File: src/rtl/core/mgpem_pkg.sv
// Package for the marker-gated power and energy meter.
// Holds widths, the constant reciprocal for millivolt scaling, register indexes,
// and the command and status types between the controller and the datapath.
package mgpem_pkg;

    localparam int unsigned ADC_FULL_SCALE = 32767;

    localparam int unsigned MV_W     = 16;
    localparam int unsigned RANGE_W  = 15;
    localparam int unsigned SCALE_W  = 32;
    localparam int unsigned PERIOD_W = 32;
    localparam int unsigned PWR_W    = 48;
    localparam int unsigned ENERGY_W = 64;
    localparam int unsigned TIME_W   = 64;
    localparam int unsigned COUNT_W  = 32;
    localparam int unsigned MUL_W    = 32;
    localparam int unsigned PROD_W   = 2 * MUL_W;
    localparam int unsigned DATA_W   = 32;
    localparam int unsigned ADDR_W   = 5;

    // Exact division of a 30-bit magnitude by the full-scale constant via a
    // rounded-up reciprocal and a right shift.
    localparam int unsigned DIV_IN_W  = 30;
    localparam int unsigned DIV_LOG   = $clog2(ADC_FULL_SCALE);
    localparam int unsigned DIV_SHIFT = DIV_IN_W + DIV_LOG;
    localparam logic [PROD_W-1:0] DIV_RECIP =
        ((64'd1 << DIV_SHIFT) + 64'(ADC_FULL_SCALE) - 64'd1) / 64'(ADC_FULL_SCALE);

    typedef enum logic [2:0] {
        REG_THRESHOLD     = 3'd0,
        REG_MARKER_RANGE  = 3'd1,
        REG_CHANNEL_RANGE = 3'd2,
        REG_SCALE_EN      = 3'd3,
        REG_POWER_SCALE   = 3'd4,
        REG_SAMPLE_PERIOD = 3'd5
    } reg_index_t;

    typedef struct packed {
        logic [MV_W-1:0]     marker_threshold_mv;
        logic [RANGE_W-1:0]  marker_range_mv;
        logic [RANGE_W-1:0]  channel_range_mv;
        logic                scale_enable;
        logic [SCALE_W-1:0]  power_scale;
        logic [PERIOD_W-1:0] sample_period;
    } cfg_t;

    typedef enum logic [2:0] {
        MUL_MARKER      = 3'd0,
        MUL_MARKER_DIV  = 3'd1,
        MUL_CHANNEL     = 3'd2,
        MUL_CHANNEL_DIV = 3'd3,
        MUL_POWER       = 3'd4,
        MUL_ENERGY_LOW  = 3'd5,
        MUL_ENERGY_HIGH = 3'd6
    } mul_sel_t;

    typedef struct packed {
        logic     load_sample;
        logic     mul_en;
        mul_sel_t mul_sel;
        logic     cap_marker;
        logic     cap_power;
        logic     cap_energy_low;
        logic     cap_step;
        logic     update;
        logic     close;
    } dp_cmd_t;

    typedef struct packed {
        logic marked;
        logic in_window;
        logic record_free;
    } dp_status_t;

endpackage

File: src/rtl/core/mgpem_in_if.sv
// Input channel of the meter: one marker sample and one measured sample per transfer.
// Depends on mgpem_pkg for the field widths.
interface mgpem_in_if;
    import mgpem_pkg::*;

    logic            valid;
    logic            ready;
    logic [MV_W-1:0] marker_raw;
    logic [MV_W-1:0] sample_raw;

    modport source (output valid, output marker_raw, output sample_raw, input ready);
    modport sink (input valid, input marker_raw, input sample_raw, output ready);

endinterface

File: src/rtl/core/mgpem_out_if.sv
// Output channel of the meter: one window record per transfer.
// Depends on mgpem_pkg for the field widths.
interface mgpem_out_if;
    import mgpem_pkg::*;

    logic                valid;
    logic                ready;
    logic [ENERGY_W-1:0] energy;
    logic [TIME_W-1:0]   elapsed_time;
    logic [COUNT_W-1:0]  sample_total;
    logic [PWR_W-1:0]    max_power;
    logic [PWR_W-1:0]    min_power;

    modport source (
        output valid, output energy, output elapsed_time, output sample_total,
        output max_power, output min_power, input ready
    );
    modport sink (
        input valid, input energy, input elapsed_time, input sample_total,
        input max_power, input min_power, output ready
    );

endinterface

File: src/rtl/core/marker_gated_power_energy_meter_unit.sv
// Top level of the marker-gated power and energy meter.
// A sample above the marker level goes on through power and energy before the next ready; one
// below closes an open window once the record slot is free, the record valid the cycle after.
// Seven products per marked sample run one after another through one shared 32x32 multiplier.
// The record register holds a finished record while further samples are taken.
// Reset (asynchronous, active low) empties the sequencer, the window and the record register.
module marker_gated_power_energy_meter_unit (
    input  logic                         clk,
    input  logic                         rst_n,
    mgpem_in_if.sink                     sample_ch,
    mgpem_out_if.source                  record_ch,
    input  logic                         psel,
    input  logic                         penable,
    input  logic                         pwrite,
    input  logic [mgpem_pkg::ADDR_W-1:0] paddr,
    input  logic [mgpem_pkg::DATA_W-1:0] pwdata,
    output logic [mgpem_pkg::DATA_W-1:0] prdata,
    output logic                         pready
);
    import mgpem_pkg::*;

    cfg_t       cfg;
    dp_cmd_t    cmd;
    dp_status_t status;

    mgpem_regs u_regs (
        .clk     (clk),
        .rst_n   (rst_n),
        .psel    (psel),
        .penable (penable),
        .pwrite  (pwrite),
        .paddr   (paddr),
        .pwdata  (pwdata),
        .prdata  (prdata),
        .pready  (pready),
        .cfg     (cfg)
    );

    mgpem_controller u_controller (
        .clk          (clk),
        .rst_n        (rst_n),
        .sample_valid (sample_ch.valid),
        .sample_ready (sample_ch.ready),
        .cmd          (cmd),
        .status       (status)
    );

    mgpem_datapath u_datapath (
        .clk          (clk),
        .rst_n        (rst_n),
        .cmd          (cmd),
        .status       (status),
        .cfg          (cfg),
        .marker_raw   (sample_ch.marker_raw),
        .sample_raw   (sample_ch.sample_raw),
        .record_valid (record_ch.valid),
        .record_ready (record_ch.ready),
        .energy       (record_ch.energy),
        .elapsed_time (record_ch.elapsed_time),
        .sample_total (record_ch.sample_total),
        .max_power    (record_ch.max_power),
        .min_power    (record_ch.min_power)
    );

endmodule

File: src/rtl/core/mgpem_regs.sv
// APB-style configuration register file of the meter.
// Depends on mgpem_pkg for the register indexes and the configuration struct.
module mgpem_regs (
    input  logic                         clk,
    input  logic                         rst_n,
    input  logic                         psel,
    input  logic                         penable,
    input  logic                         pwrite,
    input  logic [mgpem_pkg::ADDR_W-1:0] paddr,
    input  logic [mgpem_pkg::DATA_W-1:0] pwdata,
    output logic [mgpem_pkg::DATA_W-1:0] prdata,
    output logic                         pready,
    output mgpem_pkg::cfg_t              cfg
);
    import mgpem_pkg::*;

    cfg_t       cfg_reg;
    cfg_t       cfg_next;
    reg_index_t index;
    logic       write_en;

    assign pready   = 1'b1;
    assign write_en = psel && penable && pwrite;
    assign index    = reg_index_t'(paddr[ADDR_W-1:2]);
    assign cfg      = cfg_reg;

    always_comb
    begin
        cfg_next = cfg_reg;
        if (write_en)
        begin
            case (index)
                REG_THRESHOLD:     cfg_next.marker_threshold_mv = pwdata[MV_W-1:0];
                REG_MARKER_RANGE:  cfg_next.marker_range_mv = pwdata[RANGE_W-1:0];
                REG_CHANNEL_RANGE: cfg_next.channel_range_mv = pwdata[RANGE_W-1:0];
                REG_SCALE_EN:      cfg_next.scale_enable = pwdata[0];
                REG_POWER_SCALE:   cfg_next.power_scale = pwdata[SCALE_W-1:0];
                REG_SAMPLE_PERIOD: cfg_next.sample_period = pwdata[PERIOD_W-1:0];
                default:           cfg_next = cfg_reg;
            endcase
        end
    end

    always_comb
    begin
        case (index)
            REG_THRESHOLD:
                prdata = {{(DATA_W-MV_W){cfg_reg.marker_threshold_mv[MV_W-1]}},
                          cfg_reg.marker_threshold_mv};
            REG_MARKER_RANGE:  prdata = DATA_W'(cfg_reg.marker_range_mv);
            REG_CHANNEL_RANGE: prdata = DATA_W'(cfg_reg.channel_range_mv);
            REG_SCALE_EN:      prdata = DATA_W'(cfg_reg.scale_enable);
            REG_POWER_SCALE:   prdata = DATA_W'(cfg_reg.power_scale);
            REG_SAMPLE_PERIOD: prdata = DATA_W'(cfg_reg.sample_period);
            default:           prdata = '0;
        endcase
    end

    always_ff @(posedge clk or negedge rst_n)
    begin
        if (!rst_n)
        begin
            cfg_reg.marker_threshold_mv <= MV_W'(1000);
            cfg_reg.marker_range_mv     <= RANGE_W'(5000);
            cfg_reg.channel_range_mv    <= RANGE_W'(1000);
            cfg_reg.scale_enable        <= 1'b1;
            cfg_reg.power_scale         <= '0;
            cfg_reg.sample_period       <= PERIOD_W'(4294967);
        end
        else
        begin
            cfg_reg <= cfg_next;
        end
    end

endmodule

File: src/rtl/core/mgpem_datapath.sv
// Datapath of the meter: one shared 32x32 multiplier, the window sums and the record register.
// Depends on mgpem_pkg; steered step by step by mgpem_controller.
module mgpem_datapath (
    input  logic                           clk,
    input  logic                           rst_n,
    input  mgpem_pkg::dp_cmd_t             cmd,
    output mgpem_pkg::dp_status_t          status,
    input  mgpem_pkg::cfg_t                cfg,
    input  logic [mgpem_pkg::MV_W-1:0]     marker_raw,
    input  logic [mgpem_pkg::MV_W-1:0]     sample_raw,
    output logic                           record_valid,
    input  logic                           record_ready,
    output logic [mgpem_pkg::ENERGY_W-1:0] energy,
    output logic [mgpem_pkg::TIME_W-1:0]   elapsed_time,
    output logic [mgpem_pkg::COUNT_W-1:0]  sample_total,
    output logic [mgpem_pkg::PWR_W-1:0]    max_power,
    output logic [mgpem_pkg::PWR_W-1:0]    min_power
);
    import mgpem_pkg::*;

    logic [MV_W-1:0]     marker_raw_reg;
    logic [MV_W-1:0]     sample_raw_reg;
    logic [PROD_W-1:0]   prod_reg;
    logic                marked_reg;
    logic [PWR_W-1:0]    power_reg;
    logic [PWR_W-1:0]    pmag_reg;
    logic [MUL_W-1:0]    elow_reg;
    logic [PWR_W-1:0]    step_reg;
    logic [ENERGY_W-1:0] energy_reg;
    logic [ENERGY_W-1:0] energy_next;
    logic [TIME_W-1:0]   time_reg;
    logic [TIME_W-1:0]   time_next;
    logic [COUNT_W-1:0]  count_reg;
    logic [COUNT_W-1:0]  count_next;
    logic [PWR_W-1:0]    high_reg;
    logic [PWR_W-1:0]    high_next;
    logic [PWR_W-1:0]    low_reg;
    logic [PWR_W-1:0]    low_next;
    logic                in_window_reg;
    logic                record_valid_reg;
    logic [ENERGY_W-1:0] rec_energy_reg;
    logic [TIME_W-1:0]   rec_time_reg;
    logic [COUNT_W-1:0]  rec_count_reg;
    logic [PWR_W-1:0]    rec_high_reg;
    logic [PWR_W-1:0]    rec_low_reg;

    logic [MUL_W-1:0]    mul_a;
    logic [MUL_W-1:0]    mul_b;
    logic [PROD_W-1:0]   mul_prod;
    logic [MV_W-1:0]     marker_mag;
    logic [MV_W-1:0]     sample_mag;
    logic [MV_W-1:0]     quotient;
    logic [MV_W-1:0]     marker_mv;
    logic [MV_W-1:0]     channel_mag;
    logic [PWR_W-1:0]    power_mag;
    logic [PWR_W-1:0]    energy_q;
    logic [ENERGY_W-1:0] energy_base;
    logic [ENERGY_W:0]   energy_sum;
    logic [TIME_W:0]     time_sum;
    logic                record_free;

    assign marker_mag  = marker_raw_reg[MV_W-1] ? (~marker_raw_reg + 1'b1) : marker_raw_reg;
    assign sample_mag  = sample_raw_reg[MV_W-1] ? (~sample_raw_reg + 1'b1) : sample_raw_reg;
    assign quotient    = prod_reg[DIV_SHIFT+MV_W-1:DIV_SHIFT];
    assign marker_mv   = !cfg.scale_enable ? marker_raw_reg
                       : (marker_raw_reg[MV_W-1] ? (~quotient + 1'b1) : quotient);
    assign channel_mag = cfg.scale_enable ? quotient : sample_mag;
    assign power_mag   = prod_reg[PWR_W-1:0];
    assign energy_q    = prod_reg[PWR_W-1:0] + PWR_W'(elow_reg);

    always_comb
    begin
        case (cmd.mul_sel)
            MUL_MARKER:
            begin
                mul_a = MUL_W'(marker_mag);
                mul_b = MUL_W'(cfg.marker_range_mv);
            end
            MUL_MARKER_DIV, MUL_CHANNEL_DIV:
            begin
                mul_a = MUL_W'(prod_reg[DIV_IN_W-1:0]);
                mul_b = DIV_RECIP[MUL_W-1:0];
            end
            MUL_CHANNEL:
            begin
                mul_a = MUL_W'(sample_mag);
                mul_b = MUL_W'(cfg.channel_range_mv);
            end
            MUL_POWER:
            begin
                mul_a = MUL_W'(channel_mag);
                mul_b = cfg.power_scale;
            end
            MUL_ENERGY_LOW:
            begin
                mul_a = pmag_reg[MUL_W-1:0];
                mul_b = cfg.sample_period;
            end
            MUL_ENERGY_HIGH:
            begin
                mul_a = MUL_W'(pmag_reg[PWR_W-1:MUL_W]);
                mul_b = cfg.sample_period;
            end
            default:
            begin
                mul_a = '0;
                mul_b = '0;
            end
        endcase
    end

    assign mul_prod = PROD_W'(mul_a) * PROD_W'(mul_b);

    // The first sample of a window starts from empty sums.
    assign energy_base = in_window_reg ? energy_reg : '0;
    assign energy_sum  = {energy_base[ENERGY_W-1], energy_base}
                       + {{(ENERGY_W+1-PWR_W){step_reg[PWR_W-1]}}, step_reg};
    assign time_sum    = (in_window_reg ? {1'b0, time_reg} : '0)
                       + (TIME_W+1)'(cfg.sample_period);

    always_comb
    begin
        if (energy_sum[ENERGY_W] != energy_sum[ENERGY_W-1])
        begin
            energy_next = energy_sum[ENERGY_W] ? {1'b1, {(ENERGY_W-1){1'b0}}}
                                               : {1'b0, {(ENERGY_W-1){1'b1}}};
        end
        else
        begin
            energy_next = energy_sum[ENERGY_W-1:0];
        end

        time_next = time_sum[TIME_W] ? '1 : time_sum[TIME_W-1:0];

        if (!in_window_reg)
        begin
            count_next = COUNT_W'(1);
            high_next  = power_reg;
            low_next   = power_reg;
        end
        else
        begin
            count_next = (&count_reg) ? count_reg : count_reg + 1'b1;
            high_next  = ($signed(power_reg) > $signed(high_reg)) ? power_reg : high_reg;
            low_next   = ($signed(power_reg) < $signed(low_reg)) ? power_reg : low_reg;
        end
    end

    assign record_free = !record_valid_reg || record_ready;

    always_ff @(posedge clk)
    begin
        if (cmd.load_sample)
        begin
            marker_raw_reg <= marker_raw;
            sample_raw_reg <= sample_raw;
        end
        if (cmd.mul_en)
        begin
            prod_reg <= mul_prod;
        end
        if (cmd.cap_marker)
        begin
            marked_reg <= $signed(marker_mv) > $signed(cfg.marker_threshold_mv);
        end
        // The product magnitude stays below 2^47, so it never reaches the 48-bit limits.
        if (cmd.cap_power)
        begin
            pmag_reg  <= power_mag;
            power_reg <= sample_raw_reg[MV_W-1] ? (~power_mag + 1'b1) : power_mag;
        end
        if (cmd.cap_energy_low)
        begin
            elow_reg <= prod_reg[PROD_W-1:MUL_W];
        end
        if (cmd.cap_step)
        begin
            step_reg <= sample_raw_reg[MV_W-1] ? (~energy_q + 1'b1) : energy_q;
        end
        if (cmd.update)
        begin
            energy_reg <= energy_next;
            time_reg   <= time_next;
            count_reg  <= count_next;
            high_reg   <= high_next;
            low_reg    <= low_next;
        end
        if (cmd.close)
        begin
            rec_energy_reg <= energy_reg;
            rec_time_reg   <= time_reg;
            rec_count_reg  <= count_reg;
            rec_high_reg   <= high_reg;
            rec_low_reg    <= low_reg;
        end
    end

    always_ff @(posedge clk or negedge rst_n)
    begin
        if (!rst_n)
        begin
            in_window_reg    <= 1'b0;
            record_valid_reg <= 1'b0;
        end
        else
        begin
            if (cmd.update)
            begin
                in_window_reg <= 1'b1;
            end
            else if (cmd.close)
            begin
                in_window_reg <= 1'b0;
            end

            if (cmd.close)
            begin
                record_valid_reg <= 1'b1;
            end
            else if (record_ready)
            begin
                record_valid_reg <= 1'b0;
            end
        end
    end

    assign status.marked      = marked_reg;
    assign status.in_window   = in_window_reg;
    assign status.record_free = record_free;

    assign record_valid = record_valid_reg;
    assign energy       = rec_energy_reg;
    assign elapsed_time = rec_time_reg;
    assign sample_total = rec_count_reg;
    assign max_power    = rec_high_reg;
    assign min_power    = rec_low_reg;

endmodule

File: src/rtl/core/mgpem_controller.sv
// Sequencing state machine of the meter: steps each accepted sample through the datapath.
// Depends on mgpem_pkg for the command and status structs.
module mgpem_controller (
    input  logic                  clk,
    input  logic                  rst_n,
    input  logic                  sample_valid,
    output logic                  sample_ready,
    output mgpem_pkg::dp_cmd_t    cmd,
    input  mgpem_pkg::dp_status_t status
);
    import mgpem_pkg::*;

    typedef enum logic [11:0] {
        ST_IDLE   = 12'b0000_0000_0001,
        ST_M_PROD = 12'b0000_0000_0010,
        ST_M_DIV  = 12'b0000_0000_0100,
        ST_C_PROD = 12'b0000_0000_1000,
        ST_C_DIV  = 12'b0000_0001_0000,
        ST_POWER  = 12'b0000_0010_0000,
        ST_PSAT   = 12'b0000_0100_0000,
        ST_E_LOW  = 12'b0000_1000_0000,
        ST_E_HIGH = 12'b0001_0000_0000,
        ST_ESTEP  = 12'b0010_0000_0000,
        ST_UPDATE = 12'b0100_0000_0000,
        ST_CLOSE  = 12'b1000_0000_0000
    } state_t;

    state_t state_reg;
    state_t state_next;

    assign sample_ready = (state_reg == ST_IDLE);

    always_comb
    begin
        state_next  = state_reg;
        cmd         = '0;
        cmd.mul_sel = MUL_MARKER;
        case (state_reg)
            ST_IDLE:
            begin
                if (sample_valid)
                begin
                    cmd.load_sample = 1'b1;
                    state_next      = ST_M_PROD;
                end
            end
            ST_M_PROD:
            begin
                cmd.mul_en  = 1'b1;
                cmd.mul_sel = MUL_MARKER;
                state_next  = ST_M_DIV;
            end
            ST_M_DIV:
            begin
                cmd.mul_en  = 1'b1;
                cmd.mul_sel = MUL_MARKER_DIV;
                state_next  = ST_C_PROD;
            end
            ST_C_PROD:
            begin
                cmd.mul_en     = 1'b1;
                cmd.mul_sel    = MUL_CHANNEL;
                cmd.cap_marker = 1'b1;
                state_next     = ST_C_DIV;
            end
            ST_C_DIV:
            begin
                cmd.mul_en  = 1'b1;
                cmd.mul_sel = MUL_CHANNEL_DIV;
                if (status.marked)
                begin
                    state_next = ST_POWER;
                end
                else if (status.in_window)
                begin
                    state_next = ST_CLOSE;
                end
                else
                begin
                    state_next = ST_IDLE;
                end
            end
            ST_POWER:
            begin
                cmd.mul_en  = 1'b1;
                cmd.mul_sel = MUL_POWER;
                state_next  = ST_PSAT;
            end
            ST_PSAT:
            begin
                cmd.cap_power = 1'b1;
                state_next    = ST_E_LOW;
            end
            ST_E_LOW:
            begin
                cmd.mul_en  = 1'b1;
                cmd.mul_sel = MUL_ENERGY_LOW;
                state_next  = ST_E_HIGH;
            end
            ST_E_HIGH:
            begin
                cmd.mul_en         = 1'b1;
                cmd.mul_sel        = MUL_ENERGY_HIGH;
                cmd.cap_energy_low = 1'b1;
                state_next         = ST_ESTEP;
            end
            ST_ESTEP:
            begin
                cmd.cap_step = 1'b1;
                state_next   = ST_UPDATE;
            end
            ST_UPDATE:
            begin
                cmd.update = 1'b1;
                state_next = ST_IDLE;
            end
            ST_CLOSE:
            begin
                if (status.record_free)
                begin
                    cmd.close  = 1'b1;
                    state_next = ST_IDLE;
                end
            end
            default:
            begin
                state_next = ST_IDLE;
            end
        endcase
    end

    always_ff @(posedge clk or negedge rst_n)
    begin
        if (!rst_n)
        begin
            state_reg <= ST_IDLE;
        end
        else
        begin
            state_reg <= state_next;
        end
    end

endmodule

File: src/flat_wrapper.sv
// flat-port wrapper written by rule: the top's interface ports become plain ports
module marker_gated_power_energy_meter_unit_flat import mgpem_pkg::*;
  (clk, rst_n, psel, penable, pwrite, paddr, pwdata, prdata, pready, sample_ch_valid, sample_ch_marker_raw, sample_ch_sample_raw, sample_ch_ready, record_ch_valid, record_ch_energy, record_ch_elapsed_time, record_ch_sample_total, record_ch_max_power, record_ch_min_power, record_ch_ready);
  mgpem_in_if sample_ch_i ();
  mgpem_out_if record_ch_i ();
  input  logic clk;
  input  logic rst_n;
  input  logic psel;
  input  logic penable;
  input  logic pwrite;
  input  logic [mgpem_pkg::ADDR_W-1:0] paddr;
  input  logic [mgpem_pkg::DATA_W-1:0] pwdata;
  output logic [mgpem_pkg::DATA_W-1:0] prdata;
  output logic pready;
  input wire logic [$bits(sample_ch_i.valid)-1:0] sample_ch_valid;
  input wire logic [$bits(sample_ch_i.marker_raw)-1:0] sample_ch_marker_raw;
  input wire logic [$bits(sample_ch_i.sample_raw)-1:0] sample_ch_sample_raw;
  output wire logic [$bits(sample_ch_i.ready)-1:0] sample_ch_ready;
  output wire logic [$bits(record_ch_i.valid)-1:0] record_ch_valid;
  output wire logic [$bits(record_ch_i.energy)-1:0] record_ch_energy;
  output wire logic [$bits(record_ch_i.elapsed_time)-1:0] record_ch_elapsed_time;
  output wire logic [$bits(record_ch_i.sample_total)-1:0] record_ch_sample_total;
  output wire logic [$bits(record_ch_i.max_power)-1:0] record_ch_max_power;
  output wire logic [$bits(record_ch_i.min_power)-1:0] record_ch_min_power;
  input wire logic [$bits(record_ch_i.ready)-1:0] record_ch_ready;
  assign sample_ch_i.valid = sample_ch_valid;
  assign sample_ch_i.marker_raw = sample_ch_marker_raw;
  assign sample_ch_i.sample_raw = sample_ch_sample_raw;
  assign sample_ch_ready = sample_ch_i.ready;
  assign record_ch_valid = record_ch_i.valid;
  assign record_ch_energy = record_ch_i.energy;
  assign record_ch_elapsed_time = record_ch_i.elapsed_time;
  assign record_ch_sample_total = record_ch_i.sample_total;
  assign record_ch_max_power = record_ch_i.max_power;
  assign record_ch_min_power = record_ch_i.min_power;
  assign record_ch_i.ready = record_ch_ready;
  marker_gated_power_energy_meter_unit u_core (.clk(clk), .rst_n(rst_n), .sample_ch(sample_ch_i), .record_ch(record_ch_i), .psel(psel), .penable(penable), .pwrite(pwrite), .paddr(paddr), .pwdata(pwdata), .prdata(prdata), .pready(pready));
endmodule
File: config.mk
export PLATFORM = sky130hd
export DESIGN_NAME = marker_gated_power_energy_meter_unit_flat
export DESIGN_NICKNAME = d
export VERILOG_FILES = /design/src/rtl/core/mgpem_pkg.sv /design/src/rtl/core/mgpem_in_if.sv /design/src/rtl/core/mgpem_out_if.sv /design/src/rtl/core/marker_gated_power_energy_meter_unit.sv /design/src/rtl/core/mgpem_regs.sv /design/src/rtl/core/mgpem_datapath.sv /design/src/rtl/core/mgpem_controller.sv /design/src/flat_wrapper.sv
export SDC_FILE = /design/constraint.sdc
export NUM_CORES = 2
export LEC_CHECK = 0
export BUFFER_PORTS_ARGS = -buffer_cell sky130_fd_sc_hd__buf_2
export CAP_MARGIN = 5
export CORE_MARGIN = 8
export CORE_UTILIZATION = 60
export DETAILED_ROUTE_END_ITERATION = 8
export PLACE_DENSITY_LB_ADDON = 0.12
export SKIP_CTS_REPAIR_TIMING = 1
export SLEW_MARGIN = 20
export SYNTH_ARGS = -nofsm -noshare
export SYNTH_HDL_FRONTEND = slang
export SYNTH_HIERARCHICAL = 1
export SYNTH_SLANG_ARGS = --single-unit
File: constraint.sdc
create_clock -name clk -period 56.4 [get_ports clk]
set_clock_uncertainty 0.05 [all_clocks]
set_input_delay 5.64 -clock clk [delete_from_list [all_inputs] [get_ports clk]]
set_output_delay 5.64 -clock clk [all_outputs]
set_load 0.1 [all_outputs]
# Yosys cells after proc, flatten, opt, wreduce, memory -nomap -nowiden
# Index checks and enable logic that the tools add are counted.
[totals]
ff_bits = 910
word_cells = 133
input_bits = 76
[op_classes]
bitwise_logic = 5
n_mul = 1
n_lt_le_gt_ge = 3
addsub = 9
mux = 38
n_eq_ne = 29
reduce_logical = 21
[op_table]
columns = ["cell", "n"]
rows = [
  ["32-bit one-hot mux with 6 select lines", 2],
  ["48-bit two-way mux", 6],
  ["64-bit two-way mux", 4],
  ["32-bit one-hot mux with 5 select lines", 1],
  ["12-bit one-hot mux with 11 select lines", 1],
  ["48-bit by 1-bit adder with 48-bit output (second input constant)", 2],
  ["48-bit NOT", 2],
  ["16-bit two-way mux", 5],
  ["64-bit by 32-bit adder with 65-bit output", 1],
  ["64-bit by 48-bit adder with 65-bit output", 1],
  ["32-bit by 32-bit multiplier with 64-bit output", 1],
  ["16-bit by 1-bit adder with 16-bit output (second input constant)", 3],
  ["48-bit by 32-bit adder with 48-bit output", 1],
  ["48-bit > comparator", 1],
  ["48-bit < comparator", 1],
  ["12-bit two-way mux", 4],
  ["16-bit NOT", 3],
  ["32-bit by 1-bit adder with 32-bit output (second input constant)", 1],
  ["32-bit two-way mux", 1],
  ["32-bit AND reduction", 1],
  ["4-bit one-hot mux with 7 select lines", 1],
  ["2-bit AND reduction", 10],
  ["16-bit > comparator", 1],
  ["3-bit == test (second input constant)", 5],
  ["24 further kinds", 47],
]

# Logic depth before layout (Yosys ltp)
[logic_depth]
word_depth = 6
depth_mapped = 45

# Hierarchy
# Netlist, hierarchy kept.
[modules_own_cells]
columns = ["mod", "cells_each", "area_each_um2", "n_inst", "seq_area_each_um2"]
rows = [
  ["mgpem_datapath", 7303, 73740.7, 1, 23592.6],
  ["mgpem_regs", 400, 5283.8, 1, 2812.7],
  ["mgpem_controller", 91, 799.5, 1, 301.5],
]

# Worst setup path before layout
# OpenSTA, ideal clock, no wires.
[synth_path]
path_type = "input to register"
startpoint = "input port record_ch_ready"
endpoint = "register u_core.u_datapath.in_window_reg"
setup_slack_ps = 30777
stages = 5
arrival_time_ps = 24678
path_buffers = 1
setup_ps = 895
cell_sequence = "nand2b_1 > buf_4 > inv_1 > nor3b_1 > o21ai_0"
[synth_lines]
columns = ["item", "line", "rtl"]
rows = [
  ["start: declaration", "flat_wrapper.sv:25", "input wire logic [$bits(record_ch_i.ready)-1:0] record_ch_ready;"],
  ["end signal: assignment", "mgpem_datapath.sv:202", "in_window_reg <= 1'b0;"],
  ["end signal: assignment", "mgpem_datapath.sv:209", "in_window_reg <= 1'b1;"],
  ["end signal: assignment", "mgpem_datapath.sv:213", "in_window_reg <= 1'b0;"],
  ["end: declaration", "mgpem_datapath.sv:39", "logic in_window_reg;"],
]

==> impl_metrics.env <==
export IMPL_synth_top_family_by_area="adder cells"
export IMPL_hold_viol=0
export IMPL_met3_usage_pct=5.815
export IMPL_dp_hpwl_um=180800
export IMPL_final_cells=9878
export IMPL_cap_violations=0
export IMPL_grt_pass1_wl_um=362100
export IMPL_worst_setup_path_type="flip-flop to flip-flop"
export IMPL_swShare_pct=47.46
export IMPL_power_total_w=0.004489
export IMPL_nets=9502
export IMPL_synth_xor_xnor_area_share_pct=4.082
export IMPL_slew_viol_final=0
export IMPL_via_per_inst=5.990
export IMPL_finalCritPeriodShare_pct=25.60
export IMPL_p_per_area_nw_per_um2=51.55
export IMPL_overflow=0
export IMPL_start_kind="flip-flop"
export IMPL_vdd_ir_drop_max_mv=0.2201
export IMPL_final_cell_mix="1143 x inv_1, 940 x nand2_1, 899 x fa_1, 784 x edfxtp_1, 600 x nor2_1"
export IMPL_worstPathRequired_ns=56.73
export IMPL_grtUsageTotal_pct=32.16
export IMPL_synthSimpleGateAreaFrac_pct=13.03
export IMPL_clock_power_share_pct=14.6
export IMPL_power_frac_comb_pct=63.6
export IMPL_ys_flop_type="edfxtp_1"
export IMPL_initial_core_util_pct=60.11
export IMPL_synthCells=7794
export IMPL_h_tree_depth=3
export IMPL_synth_edf_count=784
export IMPL_yosysWarnings=6
export IMPL_cp_slowest_cell="o221a_2"
export IMPL_place_congestion=0.9664
export IMPL_drc=0
export IMPL_cts_buffer_depth=3
export IMPL_wl_per_cell_um=23.95
export IMPL_fin_hold_ws_ns=0.3506
export IMPL_slowest_delay_ns=0.88
export IMPL_intPower_w=0.002359
export IMPL_seq_area_frac_synth_pct=33.46
export IMPL_met2_usage_pct=53.28
export IMPL_clk_pin_slew_worst_paths_ns=0.06
export IMPL_arrival_ns=14.77
export IMPL_synth_nets=9278
export IMPL_cts_tree="done"
export IMPL_grt_max_degree=105
export IMPL_end_kind="flip-flop"
export IMPL_setup_tns_final_ns=0
export IMPL_antenna_found_initial=12
export IMPL_ios=367
export IMPL_relSlewSlack_pct=22.92
export IMPL_numCtsBuffers=98
export IMPL_io_buffers=363
export IMPL_synthAdderAreaFrac_pct=30.52
export IMPL_syn_area_um2=79820
export IMPL_ant_nets=0
export IMPL_grt_pass1_vias=61280
export IMPL_muxShareOfSynthArea_pct=2.608
export IMPL_synth_async_sr_flop_share_pct=13.75
export IMPL_dieArea_um2=145000
export IMPL_place_inst=9684
export IMPL_wl_um=236500
export IMPL_core_um2=132800
export IMPL_pwr_share_seq_pct=21.8
export IMPL_rsz0062_at_grt="no"
export IMPL_synth_cell_types=101
export IMPL_status="finished clean"
export IMPL_layout_commonest_cell="inv_1"
export IMPL_path_max_fanout=33
export IMPL_max_freq_mhz=69.25
export IMPL_met1_usage_pct=40.27
export IMPL_clock_sinks=909
export IMPL_p_leak_nw=38.88
export IMPL_synth_area_per_cell_um2=10.24
export IMPL_first_pass_iters=7
export IMPL_ys_ff_latch=909
export IMPL_layout_min_cycle_time_ns=14.44
export IMPL_die_y_um=380.7
export IMPL_drtIter0Drc=5139
export IMPL_cpMostUsedCell="fa_1"
export IMPL_drive_gt1_share_pct=11.50
export IMPL_largest_reg_flops=128
export IMPL_busiest_layer="met2"
export IMPL_rows=134
export IMPL_power_switching_w=0.002131
export IMPL_min_path_type="flip-flop to flip-flop"
export IMPL_dp_slack_ns=42.22
export IMPL_root_buffer="clkbuf_16"
export IMPL_vias=59170
export IMPL_synth_compound_area_share_pct=9.065
export IMPL_tightest_slew_ns=1.156
export IMPL_worst_skew_pair_late_latency_ns=0.73
export IMPL_syn_to_final_growth_pct=9.110
export IMPL_fin_ws_ns=41.96
export IMPL_die_w_um=380.7
export IMPL_fillers=10680
export IMPL_setup_viol_count_final=0
worst max-delay path: cells and delay by family (launching register included):
kind	cells	cell delay (ns)
flip-flops	1	0.45
buffers and inverters	7	1.64
multiplexers	1	0.14
adder cells (fa/ha/maj)	9	4.51
AO/OA/AOI/OAI	11	4.26
AND/OR/NAND/NOR	10	2.96
power groups by stage:
stage	clock (W)	combinational [W]	sequential, W
after floorplan	0	0.00205	0.000945
after global placement	0	0.00279	0.000986
after detailed placement	0	0.00281	0.000988
after global routing	0.000692	0.00315	0.000980
after CTS	0.000667	0.00284	0.000975
final	0.000656	0.00286	0.000978
area by class of cell:
type                       count  area, um^2  area share (%)
tap                         1768        2212           2.540
inverter                    1146        4302           4.939
sequential                   909       26710           30.67
antenna                        8       20.02         0.02299
clock inverter                56       701.9          0.8059
clock buffer                 128        2605           2.991
multi-input combinational   5375       47750           54.83
timing repair buffer         488        2793           3.206
worst paths after layout:
path / from / to / slack (ns) / cells after the start
max in group asynchronous: rst_n / u_core/u_regs/cfg[21]$_DFFE_PN0P_ / 49.86 / 2
hold reg to reg: u_core/u_datapath/low_reg[15]$_DFFE_PP_ / u_core/u_datapath/min_power[15]$_DFFE_PP_ / 0.35 / 0
hold / removal: u_core/u_datapath/low_reg[15]$_DFFE_PP_ / u_core/u_datapath/min_power[15]$_DFFE_PP_ / 0.35 / 0
min in group asynchronous: rst_n / u_core/u_datapath/in_window_reg$_DFFE_PN0P_ / 4.93 / 1
setup / recovery: u_core/u_controller/state_reg[1]$_DFFE_PN0P_ / u_core/u_datapath/prod_reg[63]$_DFFE_PP_ / 41.96 / 38
setup reg to reg: u_core/u_controller/state_reg[1]$_DFFE_PN0P_ / u_core/u_datapath/prod_reg[63]$_DFFE_PP_ / 41.96 / 38
logic make-up after synthesis:
group,Yosys count
simple gates,2281
buf+inv,1510
fa+ha+maj,1408
compound gates,1123
flops,909
xor+xnor,372
mux,190
other cells,1
synth_stat cells (all sizes together), types with 60 or more instances:
cell	count	area [um^2]
clkbuf	325	1271
edfxtp	784	23540
xor2	140	1226
nand2	940	3528
xnor2	232	2032
nand4	77	481.7
a21o	141	1061
ha	509	6369
nand2b	60	375.4
mux2	144	1622
inv	1144	4294
a21oi	329	1647
dfrtp	96	2402
nand3	87	435.4
nor2	616	2312
and2	163	1021
nor2b	64	402.9
fa	899	18000
nor3	60	310.3
o21ai	234	1171
metal layers:
layer / share of wire (%) / vias up
met5: 0.011 / -
met4: 6.6 / 4
met3: 7.8 / 684
met2: 48 / 2570
met1: 38 / 29690
li1: - / 26220
per-stage QoR:
stage	area [um^2]	util, %
2_1_floorplan	79820	-
3_3_place_gp	83680	63.02
3_5_place_dp	83700	63.03
4_1_cts	87010	65.52
5_1_grt	87090	65.59
6_report	87100	65.59
Power figures use the tool's default switching activity.
